## src/hw/rtl/hsvrgb_pkg.sv

```systemverilog
// Shared types and constants for the HSV percent to RGB888 converter.
// Used by every module of the block; depends on nothing.
`default_nettype none

package hsvrgb_pkg;

   // Color arithmetic constants
   localparam int unsigned FULL_CIRCLE = 360;
   localparam int unsigned SECTOR      = 60;
   localparam int unsigned PERCENT     = 100;
   localparam int unsigned FULL_SCALE  = 255;

   // Reciprocal multipliers: floor(x / d) = (x * M) >> S over the value range in use
   localparam int unsigned CIRCLE_RECIP = 23301;   // floor(2^23 / 360), may be one low
   localparam int unsigned CIRCLE_SHIFT = 23;
   localparam int unsigned PCT_RECIP    = 10486;   // ceil(2^20 / 100), x <= 10000
   localparam int unsigned PCT_SHIFT    = 20;
   localparam int unsigned SCALE_RECIP  = 32897;   // ceil(2^23 / 255), x <= 25500
   localparam int unsigned SCALE_SHIFT  = 23;
   localparam int unsigned BYTE_RECIP   = 41944;   // ceil(2^22 / 100), x <= 25500
   localparam int unsigned BYTE_SHIFT   = 22;

   // 60-degree hue region
   typedef enum logic [2:0] {
      SECTOR_RED_YELLOW,
      SECTOR_YELLOW_GREEN,
      SECTOR_GREEN_CYAN,
      SECTOR_CYAN_BLUE,
      SECTOR_BLUE_MAGENTA,
      SECTOR_MAGENTA_RED
   } region_type;

   // Hue reduction result
   typedef struct packed {
      region_type  region;
      logic [7:0]  rem;
      logic [6:0]  sat;
      logic [6:0]  val;
   } hue_data_type;

   // Levels in percent
   typedef struct packed {
      region_type  region;
      logic [6:0]  val;
      logic [6:0]  p;
      logic [6:0]  q;
      logic [6:0]  t;
   } level_data_type;

endpackage

`default_nettype wire

```

## src/hw/rtl/hsvrgb_hue_reduce.sv

```systemverilog
// Hue reduction pipeline: hue mod 360, region and scaled remainder, percent clamps.
// Depends on hsvrgb_pkg.
`default_nettype none

module hsvrgb_hue_reduce (
   input  wire logic                       clock,
   input  wire logic                       reset,
   input  wire logic                       in_valid,
   output logic                            in_ready,
   input  wire logic [15:0]                in_hue,
   input  wire logic [7:0]                 in_sat,
   input  wire logic [7:0]                 in_val,
   output logic                            out_valid,
   input  wire logic                       out_ready,
   output hsvrgb_pkg::hue_data_type        out_data
);

   localparam int unsigned STAGES = 3;

   logic [STAGES-1:0] valid_ff;
   logic [STAGES-1:0] adv;

   logic [15:0] hue1_ff;
   logic [30:0] prod1_ff, prod1_in;
   logic [6:0]  sat1_ff, sat1_in, val1_ff, val1_in;

   logic [8:0]  h2_ff, h2_in;
   logic [6:0]  sat2_ff, val2_ff;

   hsvrgb_pkg::hue_data_type data3_ff, data3_in;

   logic [7:0]  quot;
   logic [15:0] quot_x;
   logic [15:0] rem_wide;
   logic [8:0]  base;
   logic [5:0]  r60;
   logic [9:0]  r60_x17;

   // Advance a stage when it is empty or its successor advances
   always_comb begin
      adv[STAGES-1] = !valid_ff[STAGES-1] || out_ready;
      for (int k = STAGES - 2; k >= 0; k--) begin
         adv[k] = !valid_ff[k] || adv[k+1];
      end
   end

   assign in_ready  = adv[0];
   assign out_valid = valid_ff[STAGES-1];
   assign out_data  = data3_ff;

   always_ff @(posedge clock) begin
      if (reset) begin
         valid_ff <= '0;
      end else begin
         if (adv[0]) valid_ff[0] <= in_valid;
         for (int k = 1; k < STAGES; k++) begin
            if (adv[k]) valid_ff[k] <= valid_ff[k-1];
         end
      end
   end

   // Stage 1: reciprocal product for hue / 360, clamp percents
   always_comb begin
      prod1_in = 31'(32'(in_hue) * 32'(hsvrgb_pkg::CIRCLE_RECIP));
      sat1_in  = (in_sat > 8'(hsvrgb_pkg::PERCENT)) ? 7'(hsvrgb_pkg::PERCENT) : in_sat[6:0];
      val1_in  = (in_val > 8'(hsvrgb_pkg::PERCENT)) ? 7'(hsvrgb_pkg::PERCENT) : in_val[6:0];
   end

   always_ff @(posedge clock) begin
      if (adv[0]) begin
         hue1_ff  <= in_hue;
         prod1_ff <= prod1_in;
         sat1_ff  <= sat1_in;
         val1_ff  <= val1_in;
      end
   end

   // Stage 2: remainder of hue / 360, one correction step
   always_comb begin
      quot     = prod1_ff[hsvrgb_pkg::CIRCLE_SHIFT +: 8];
      quot_x   = 16'(quot) * 16'(hsvrgb_pkg::FULL_CIRCLE);
      rem_wide = hue1_ff - quot_x;
      if (rem_wide >= 16'(hsvrgb_pkg::FULL_CIRCLE)) begin
         h2_in = 9'(rem_wide - 16'(hsvrgb_pkg::FULL_CIRCLE));
      end else begin
         h2_in = rem_wide[8:0];
      end
   end

   always_ff @(posedge clock) begin
      if (adv[1]) begin
         h2_ff   <= h2_in;
         sat2_ff <= sat1_ff;
         val2_ff <= val1_ff;
      end
   end

   // Stage 3: region by compare, remainder scaled by 255/60 = 17/4
   always_comb begin
      data3_in = '0;
      if (h2_ff < 9'(hsvrgb_pkg::SECTOR)) begin
         data3_in.region = hsvrgb_pkg::SECTOR_RED_YELLOW;
         base = 9'd0;
      end else if (h2_ff < 9'(2 * hsvrgb_pkg::SECTOR)) begin
         data3_in.region = hsvrgb_pkg::SECTOR_YELLOW_GREEN;
         base = 9'(hsvrgb_pkg::SECTOR);
      end else if (h2_ff < 9'(3 * hsvrgb_pkg::SECTOR)) begin
         data3_in.region = hsvrgb_pkg::SECTOR_GREEN_CYAN;
         base = 9'(2 * hsvrgb_pkg::SECTOR);
      end else if (h2_ff < 9'(4 * hsvrgb_pkg::SECTOR)) begin
         data3_in.region = hsvrgb_pkg::SECTOR_CYAN_BLUE;
         base = 9'(3 * hsvrgb_pkg::SECTOR);
      end else if (h2_ff < 9'(5 * hsvrgb_pkg::SECTOR)) begin
         data3_in.region = hsvrgb_pkg::SECTOR_BLUE_MAGENTA;
         base = 9'(4 * hsvrgb_pkg::SECTOR);
      end else begin
         data3_in.region = hsvrgb_pkg::SECTOR_MAGENTA_RED;
         base = 9'(5 * hsvrgb_pkg::SECTOR);
      end
      r60          = 6'(h2_ff - base);
      r60_x17      = 10'(r60) * 10'd17;
      data3_in.rem = r60_x17[9:2];
      data3_in.sat = sat2_ff;
      data3_in.val = val2_ff;
   end

   always_ff @(posedge clock) begin
      if (adv[2]) begin
         data3_ff <= data3_in;
      end
   end

endmodule

`default_nettype wire

```

## src/hw/rtl/hsvrgb_levels.sv

```systemverilog
// Level pipeline: forms p, q and t in percent with truncating divisions.
// Depends on hsvrgb_pkg.
`default_nettype none

module hsvrgb_levels (
   input  wire logic                       clock,
   input  wire logic                       reset,
   input  wire logic                       in_valid,
   output logic                            in_ready,
   input  wire hsvrgb_pkg::hue_data_type   in_data,
   output logic                            out_valid,
   input  wire logic                       out_ready,
   output hsvrgb_pkg::level_data_type      out_data
);

   localparam int unsigned STAGES = 5;

   logic [STAGES-1:0] valid_ff;
   logic [STAGES-1:0] adv;

   // Stage 1
   hsvrgb_pkg::region_type region1_ff, region2_ff, region3_ff, region4_ff;
   logic [6:0]  val1_ff, val2_ff, val3_ff, val4_ff;
   logic [13:0] pnum1_ff, pnum1_in;
   logic [14:0] sr1_ff, sr1_in, st1_ff, st1_in;
   // Stage 2
   logic [26:0] pm2_ff, pm2_in;
   logic [29:0] am2_ff, am2_in, bm2_ff, bm2_in;
   // Stage 3
   logic [6:0]  p3_ff, p4_ff;
   logic [13:0] qnum3_ff, qnum3_in, tnum3_ff, tnum3_in;
   // Stage 4
   logic [26:0] qm4_ff, qm4_in, tm4_ff, tm4_in;
   // Stage 5
   hsvrgb_pkg::level_data_type data5_ff, data5_in;

   logic [6:0] adiv, bdiv;

   // Advance a stage when it is empty or its successor advances
   always_comb begin
      adv[STAGES-1] = !valid_ff[STAGES-1] || out_ready;
      for (int k = STAGES - 2; k >= 0; k--) begin
         adv[k] = !valid_ff[k] || adv[k+1];
      end
   end

   assign in_ready  = adv[0];
   assign out_valid = valid_ff[STAGES-1];
   assign out_data  = data5_ff;

   always_ff @(posedge clock) begin
      if (reset) begin
         valid_ff <= '0;
      end else begin
         if (adv[0]) valid_ff[0] <= in_valid;
         for (int k = 1; k < STAGES; k++) begin
            if (adv[k]) valid_ff[k] <= valid_ff[k-1];
         end
      end
   end

   // Stage 1: v*(100-s), s*rem, s*(255-rem)
   always_comb begin
      pnum1_in = 14'(in_data.val) * (14'(hsvrgb_pkg::PERCENT) - 14'(in_data.sat));
      sr1_in   = 15'(in_data.sat) * 15'(in_data.rem);
      st1_in   = 15'(in_data.sat) * (15'(hsvrgb_pkg::FULL_SCALE) - 15'(in_data.rem));
   end

   always_ff @(posedge clock) begin
      if (adv[0]) begin
         region1_ff <= in_data.region;
         val1_ff    <= in_data.val;
         pnum1_ff   <= pnum1_in;
         sr1_ff     <= sr1_in;
         st1_ff     <= st1_in;
      end
   end

   // Stage 2: reciprocal products for /100 and /255
   always_comb begin
      pm2_in = 27'(32'(pnum1_ff) * 32'(hsvrgb_pkg::PCT_RECIP));
      am2_in = 30'(32'(sr1_ff) * 32'(hsvrgb_pkg::SCALE_RECIP));
      bm2_in = 30'(32'(st1_ff) * 32'(hsvrgb_pkg::SCALE_RECIP));
   end

   always_ff @(posedge clock) begin
      if (adv[1]) begin
         region2_ff <= region1_ff;
         val2_ff    <= val1_ff;
         pm2_ff     <= pm2_in;
         am2_ff     <= am2_in;
         bm2_ff     <= bm2_in;
      end
   end

   // Stage 3: take quotients, form q and t numerators
   always_comb begin
      adiv     = am2_ff[hsvrgb_pkg::SCALE_SHIFT +: 7];
      bdiv     = bm2_ff[hsvrgb_pkg::SCALE_SHIFT +: 7];
      qnum3_in = 14'(val2_ff) * (14'(hsvrgb_pkg::PERCENT) - 14'(adiv));
      tnum3_in = 14'(val2_ff) * (14'(hsvrgb_pkg::PERCENT) - 14'(bdiv));
   end

   always_ff @(posedge clock) begin
      if (adv[2]) begin
         region3_ff <= region2_ff;
         val3_ff    <= val2_ff;
         p3_ff      <= pm2_ff[hsvrgb_pkg::PCT_SHIFT +: 7];
         qnum3_ff   <= qnum3_in;
         tnum3_ff   <= tnum3_in;
      end
   end

   // Stage 4: reciprocal products for q and t
   always_comb begin
      qm4_in = 27'(32'(qnum3_ff) * 32'(hsvrgb_pkg::PCT_RECIP));
      tm4_in = 27'(32'(tnum3_ff) * 32'(hsvrgb_pkg::PCT_RECIP));
   end

   always_ff @(posedge clock) begin
      if (adv[3]) begin
         region4_ff <= region3_ff;
         val4_ff    <= val3_ff;
         p4_ff      <= p3_ff;
         qm4_ff     <= qm4_in;
         tm4_ff     <= tm4_in;
      end
   end

   // Stage 5: take quotients, pack levels
   always_comb begin
      data5_in.region = region4_ff;
      data5_in.val    = val4_ff;
      data5_in.p      = p4_ff;
      data5_in.q      = qm4_ff[hsvrgb_pkg::PCT_SHIFT +: 7];
      data5_in.t      = tm4_ff[hsvrgb_pkg::PCT_SHIFT +: 7];
   end

   always_ff @(posedge clock) begin
      if (adv[4]) begin
         data5_ff <= data5_in;
      end
   end

endmodule

`default_nettype wire

```

## src/hw/rtl/hsvrgb_scale_select.sv

```systemverilog
// Output pipeline: scales percent levels to 0..255 and routes them by region.
// Depends on hsvrgb_pkg.
`default_nettype none

module hsvrgb_scale_select (
   input  wire logic                        clock,
   input  wire logic                        reset,
   input  wire logic                        in_valid,
   output logic                             in_ready,
   input  wire hsvrgb_pkg::level_data_type  in_data,
   output logic                             out_valid,
   input  wire logic                        out_ready,
   output logic [7:0]                       out_red,
   output logic [7:0]                       out_green,
   output logic [7:0]                       out_blue
);

   localparam int unsigned STAGES = 3;

   logic [STAGES-1:0] valid_ff;
   logic [STAGES-1:0] adv;

   hsvrgb_pkg::region_type region1_ff, region2_ff;
   logic [14:0] vx1_ff, vx1_in, px1_ff, px1_in, qx1_ff, qx1_in, tx1_ff, tx1_in;
   logic [30:0] vm2_ff, vm2_in, pm2_ff, pm2_in, qm2_ff, qm2_in, tm2_ff, tm2_in;
   logic [7:0]  red3_ff, red3_in, green3_ff, green3_in, blue3_ff, blue3_in;

   logic [7:0] vs, ps, qs, ts;

   // Advance a stage when it is empty or its successor advances
   always_comb begin
      adv[STAGES-1] = !valid_ff[STAGES-1] || out_ready;
      for (int k = STAGES - 2; k >= 0; k--) begin
         adv[k] = !valid_ff[k] || adv[k+1];
      end
   end

   assign in_ready  = adv[0];
   assign out_valid = valid_ff[STAGES-1];
   assign out_red   = red3_ff;
   assign out_green = green3_ff;
   assign out_blue  = blue3_ff;

   always_ff @(posedge clock) begin
      if (reset) begin
         valid_ff <= '0;
      end else begin
         if (adv[0]) valid_ff[0] <= in_valid;
         for (int k = 1; k < STAGES; k++) begin
            if (adv[k]) valid_ff[k] <= valid_ff[k-1];
         end
      end
   end

   // Stage 1: multiply each level by 255
   always_comb begin
      vx1_in = 15'(in_data.val) * 15'(hsvrgb_pkg::FULL_SCALE);
      px1_in = 15'(in_data.p) * 15'(hsvrgb_pkg::FULL_SCALE);
      qx1_in = 15'(in_data.q) * 15'(hsvrgb_pkg::FULL_SCALE);
      tx1_in = 15'(in_data.t) * 15'(hsvrgb_pkg::FULL_SCALE);
   end

   always_ff @(posedge clock) begin
      if (adv[0]) begin
         region1_ff <= in_data.region;
         vx1_ff     <= vx1_in;
         px1_ff     <= px1_in;
         qx1_ff     <= qx1_in;
         tx1_ff     <= tx1_in;
      end
   end

   // Stage 2: reciprocal products for /100
   always_comb begin
      vm2_in = 31'(32'(vx1_ff) * 32'(hsvrgb_pkg::BYTE_RECIP));
      pm2_in = 31'(32'(px1_ff) * 32'(hsvrgb_pkg::BYTE_RECIP));
      qm2_in = 31'(32'(qx1_ff) * 32'(hsvrgb_pkg::BYTE_RECIP));
      tm2_in = 31'(32'(tx1_ff) * 32'(hsvrgb_pkg::BYTE_RECIP));
   end

   always_ff @(posedge clock) begin
      if (adv[1]) begin
         region2_ff <= region1_ff;
         vm2_ff     <= vm2_in;
         pm2_ff     <= pm2_in;
         qm2_ff     <= qm2_in;
         tm2_ff     <= tm2_in;
      end
   end

   // Stage 3: take bytes and route channels by region
   always_comb begin
      vs = vm2_ff[hsvrgb_pkg::BYTE_SHIFT +: 8];
      ps = pm2_ff[hsvrgb_pkg::BYTE_SHIFT +: 8];
      qs = qm2_ff[hsvrgb_pkg::BYTE_SHIFT +: 8];
      ts = tm2_ff[hsvrgb_pkg::BYTE_SHIFT +: 8];
      case (region2_ff)
         hsvrgb_pkg::SECTOR_RED_YELLOW: begin
            red3_in = vs; green3_in = ts; blue3_in = ps;
         end
         hsvrgb_pkg::SECTOR_YELLOW_GREEN: begin
            red3_in = qs; green3_in = vs; blue3_in = ps;
         end
         hsvrgb_pkg::SECTOR_GREEN_CYAN: begin
            red3_in = ps; green3_in = vs; blue3_in = ts;
         end
         hsvrgb_pkg::SECTOR_CYAN_BLUE: begin
            red3_in = ps; green3_in = qs; blue3_in = vs;
         end
         hsvrgb_pkg::SECTOR_BLUE_MAGENTA: begin
            red3_in = ts; green3_in = ps; blue3_in = vs;
         end
         default: begin
            red3_in = vs; green3_in = ps; blue3_in = qs;
         end
      endcase
   end

   always_ff @(posedge clock) begin
      if (adv[2]) begin
         red3_ff   <= red3_in;
         green3_ff <= green3_in;
         blue3_ff  <= blue3_in;
      end
   end

endmodule

`default_nettype wire

```

## src/hw/rtl/hsv_percent_to_rgb888_unit.sv

```systemverilog
// HSV (percent) to RGB888 converter, top level.
// Chains hsvrgb_hue_reduce, hsvrgb_levels and hsvrgb_scale_select; uses hsvrgb_pkg.
//
// Takes one transaction per clock cycle while the result side is not stalled and returns
// its color through a chain of registered stages: 3 stages reduce the hue, 5 form p, q
// and t, and 3 scale and route the channels. The depth is set by the chain of
// constant-reciprocal multiplies, each followed by a register. Every stage holds its
// own valid bit; a stage moves on when it is empty or the one after it moves, so
// req_ready drops only when all stages are full and rsp_ready is low. Keeps no state
// between transactions; no configuration.
`default_nettype none

module hsv_percent_to_rgb888_unit (
   input  wire logic        clock,
   input  wire logic        reset,
   input  wire logic        req_valid,
   output logic             req_ready,
   input  wire logic [15:0] req_hue,
   input  wire logic [7:0]  req_saturation,
   input  wire logic [7:0]  req_brightness_value,
   output logic             rsp_valid,
   input  wire logic        rsp_ready,
   output logic [7:0]       rsp_red,
   output logic [7:0]       rsp_green,
   output logic [7:0]       rsp_blue
);

   logic                         hue_valid, hue_ready;
   hsvrgb_pkg::hue_data_type     hue_data;
   logic                         lvl_valid, lvl_ready;
   hsvrgb_pkg::level_data_type   lvl_data;

   // Reduce hue to region and remainder, clamp percents
   hsvrgb_hue_reduce u_hue (
      .clock     (clock),
      .reset     (reset),
      .in_valid  (req_valid),
      .in_ready  (req_ready),
      .in_hue    (req_hue),
      .in_sat    (req_saturation),
      .in_val    (req_brightness_value),
      .out_valid (hue_valid),
      .out_ready (hue_ready),
      .out_data  (hue_data)
   );

   // Form p, q, t in percent
   hsvrgb_levels u_levels (
      .clock     (clock),
      .reset     (reset),
      .in_valid  (hue_valid),
      .in_ready  (hue_ready),
      .in_data   (hue_data),
      .out_valid (lvl_valid),
      .out_ready (lvl_ready),
      .out_data  (lvl_data)
   );

   // Scale to bytes and route channels
   hsvrgb_scale_select u_scale (
      .clock     (clock),
      .reset     (reset),
      .in_valid  (lvl_valid),
      .in_ready  (lvl_ready),
      .in_data   (lvl_data),
      .out_valid (rsp_valid),
      .out_ready (rsp_ready),
      .out_red   (rsp_red),
      .out_green (rsp_green),
      .out_blue  (rsp_blue)
   );

endmodule

`default_nettype wire
```

## config.mk

```make
export PLATFORM = sky130hd
export DESIGN_NAME = hsv_percent_to_rgb888_unit
export DESIGN_NICKNAME = d
export VERILOG_FILES = /design/src/hw/rtl/hsvrgb_pkg.sv /design/src/hw/rtl/hsvrgb_hue_reduce.sv /design/src/hw/rtl/hsvrgb_levels.sv /design/src/hw/rtl/hsvrgb_scale_select.sv /design/src/hw/rtl/hsv_percent_to_rgb888_unit.sv
export SDC_FILE = /design/constraint.sdc
export NUM_CORES = 2
export LEC_CHECK = 0
export BUFFER_PORTS_ARGS = -buffer_cell sky130_fd_sc_hd__buf_4
export CORE_MARGIN = 3
export CORE_UTILIZATION = 60
export CTS_CLUSTER_DIAMETER = 100
export DETAILED_ROUTE_END_ITERATION = 12
export PLACE_DENSITY_LB_ADDON = 0.3
export REMOVE_ABC_BUFFERS = 1
export SYNTH_ARGS = -nofsm -noshare
export SYNTH_HDL_FRONTEND = slang
export SYNTH_SLANG_ARGS = --single-unit
```

## constraint.sdc

```tcl
create_clock -name clock -period 4.82 [get_ports clock]
set_input_delay 0.241 -clock clock [delete_from_list [all_inputs] [get_ports clock]]
set_output_delay 0.241 -clock clock [all_outputs]
set_load 0.02 [all_outputs]
```

==> flow_metrics.tcl <==
set metrics [dict create \
    slew_viol_final 0 \
    rows 113 \
    drive_gt1_frac 0.181 \
    synth_cell_types 79 \
    ys_ff_latch 411 \
    setup_violations 35 \
    synth-edff-count 400 \
    ant_nets 0 \
    synth_flop_cell "edfxtp_1" \
    gr-total-overflow 0 \
    slew_headroom 0.217 \
    fin_skew_ns 0.0215 \
    root_buffer "clkbuf_16" \
    wl_per_cell_microns 16.1 \
    grt_pass1_vias 41000 \
    die_area_sq_um 100000 \
    drt_first_pass_iters 6 \
    worstPathArrival_ns 5.63 \
    numCtsBuffers 49 \
    antenna_found_initial 0 \
    synthToLayoutAreaGrowth_pct 17.9 \
    path_class "flop to flop" \
    cts-htree-levels 2 \
    die_h_microns 316 \
    fin_crit_sh 1.09 \
    nets 7988 \
    viasPerCell 5.29 \
    core_sq_um 95200 \
    syn_area_per_cell_sq_um 10.9 \
    hold_path.class "input port to flop" \
    clkLatencyLatePin_ns 0.65 \
    clkSinkCount 411 \
    hpwl_microns 91900 \
    mostFrequentLayoutCells "1,270 x inv_1, 1,109 x ha_1, 758 x fa_1" \
    final.setup.worst_slack_ns -0.431 \
    drc 0 \
    synthesis.area_sq_um 57800 \
    drt_iter0_drc 1573 \
    status "finished, violations left" \
    rsz0062_at_grt "true" \
    start_kind "flop" \
    period_needed_ns 5.25 \
    violations "setup timing" \
    pin_count 62 \
    cts_tree "built" \
    fin_setup_tns_ns -4.41 \
    worstMarginPinSlew_ns 1.17 \
    async_flop_share 0 \
    cp.required_ns 5.19 \
    max-clock-path-buffers 3 \
    vias 38500 \
    port_buffers 61 \
    ys_seq_area_frac 0.212 \
    syn_inst 5305 \
    initial_core_util 0.607 \
    yosys_warnings 0 \
    cp_max_fo 5 \
    end_kind "flop" \
    grt_first_pass_wirelength_microns 192000 \
    grt_usage 0.233 \
    final_common_cell "inv_1" \
    n_antenna_cell 0 \
    fin_util 0.716 \
    grt_start_max_net_pins 55 \
    routed_wl_microns 117000 \
    cap_violations 0 \
    place.gp.congestion 0.893 \
    die_w_microns 316 \
    max_freq_ghz 0.190 \
    path_clk_slew_ns 0.07 \
    timing.final.hold_violations 0 \
]
==> cell usage after synthesis (18+ instances only) <==
cell type  count  area (sq um)
xnor2_1      207          1810
ha_1        1201         15000
edfxtp_1     400         12000
o21ai_0       55           275
nand4_1       20           125
a21oi_1      151           756
a211oi_1      29           218
or3_1         18           113
mux2_2        21           236
xor2_1        51           447
clkbuf_1      50           188
mux2i_1       27           270
o21bai_1      19           143
nor3_1        39           195
or2_2         21           131
nand2_1      179           672
a21o_1        51           383
nor2_1       160           601
o22ai_1       19           119
nor2b_1       54           338
and2_1       143           895
inv_1       1314          4930
nand2b_1      37           231
o21a_1        27           203
fa_1         779         15600
nand3_1       47           235
==> registers in the layout, indices dropped and copies added (netlist names), 15 cells and up <==
| name | flops |
|---|---|
| u_levels.out_data | 31 |
| u_hue.out_data | 25 |
| u_levels.sr1_ff | 15 |
| u_levels.st1_ff | 15 |
| u_scale.px1_ff | 15 |
| u_scale.qx1_ff | 15 |
| u_scale.tx1_ff | 15 |
| u_scale.vx1_ff | 15 |
==> final cells by class <==
type	instances	area, sq um
Clock inverter	34	342
Tap cell	1265	1580
Clock buffer	56	1280
Multi-Input combinational cell	3530	42400
Sequential cell	411	12200
Inverter	1314	4940
Timing Repair Buffer	666	5290
Fill cell	6421	27100
==> final timing paths <==
| kind | startpoint | end | slack, ns | cells past startpoint |
|---|---|---|---|---|
| max | u_levels.tnum3_ff[10]$_DFFE_PP_ | u_levels.tm4_ff[26]$_DFFE_PP_ | -0.43 | 15 |
| max reg2reg | u_levels.tnum3_ff[10]$_DFFE_PP_ | u_levels.tm4_ff[26]$_DFFE_PP_ | -0.43 | 15 |
| min reg2reg | u_levels.tm4_ff[22]$_DFFE_PP_ | u_levels.out_data[2]$_DFFE_PP_ | 0.41 | 0 |
| min | req_brightness_value[7] | u_hue.val1_ff[0]$_SDFFCE_PN0P_ | 0.07 | 3 |
==> what timing repair did <==
item,in CTS,in global routing
endpoints found under the setup margin,53,81
hold buffers,38,0
endpoints found under the hold margin,41,0
buffers inserted,76,72
pin swaps,129,240
gates resized for setup,126,296
==> worst max-delay path, stage by stage (launching register included) <==
cell and delay (ns):
edfxtp_1 0.53, fa_1 0.61, ha_4 0.22, fa_1 0.52, inv_1 0.05, fa_2 0.52, inv_2 0.04, fa_1 0.43
ha_2 0.19, or4_4 0.47, a21oi_2 0.13, o211ai_2 0.10, a32o_2 0.28, o41a_4 0.36, and4_4 0.19, or3_1 0.35
==> metal layers <==
metal,up-vias,wire [microns],global-route usage
met4,0,3000,0.0584
met2,613,61800,0.433
met1,19100,48800,0.292
met3,212,3290,0.0229
li1,18500,-,-
met5,-,0,0
==> logic make-up after synthesis <==
| logic type | synth area share |
|---|---|
| buf+inv | 0.0887 |
| compound gates | 0.0544 |
| xor+xnor | 0.0391 |
| flops | 0.212 |
| simple gates | 0.0671 |
| mux | 0.00877 |
| fa+ha+maj | 0.530 |
==> stage by stage <==
step           hold WS, ns  std cells  area [sq um]  setup slack (ns)
3_3_place_gp         0.400       7011         62900            -0.424
6_report            0.0678       7276         68100            -0.431
4_1_cts             0.0312       7214         66100            -0.407
5_1_grt             0.0769       7276         68100            -0.567
3_5_place_dp         0.405       7011         62900            -0.550
2_1_floorplan        0.310       5255         57600            -0.334
Power is left out: the tool's default activity adds up to more than one toggle a clock period on the data nets, which glitch-free logic cannot reach.
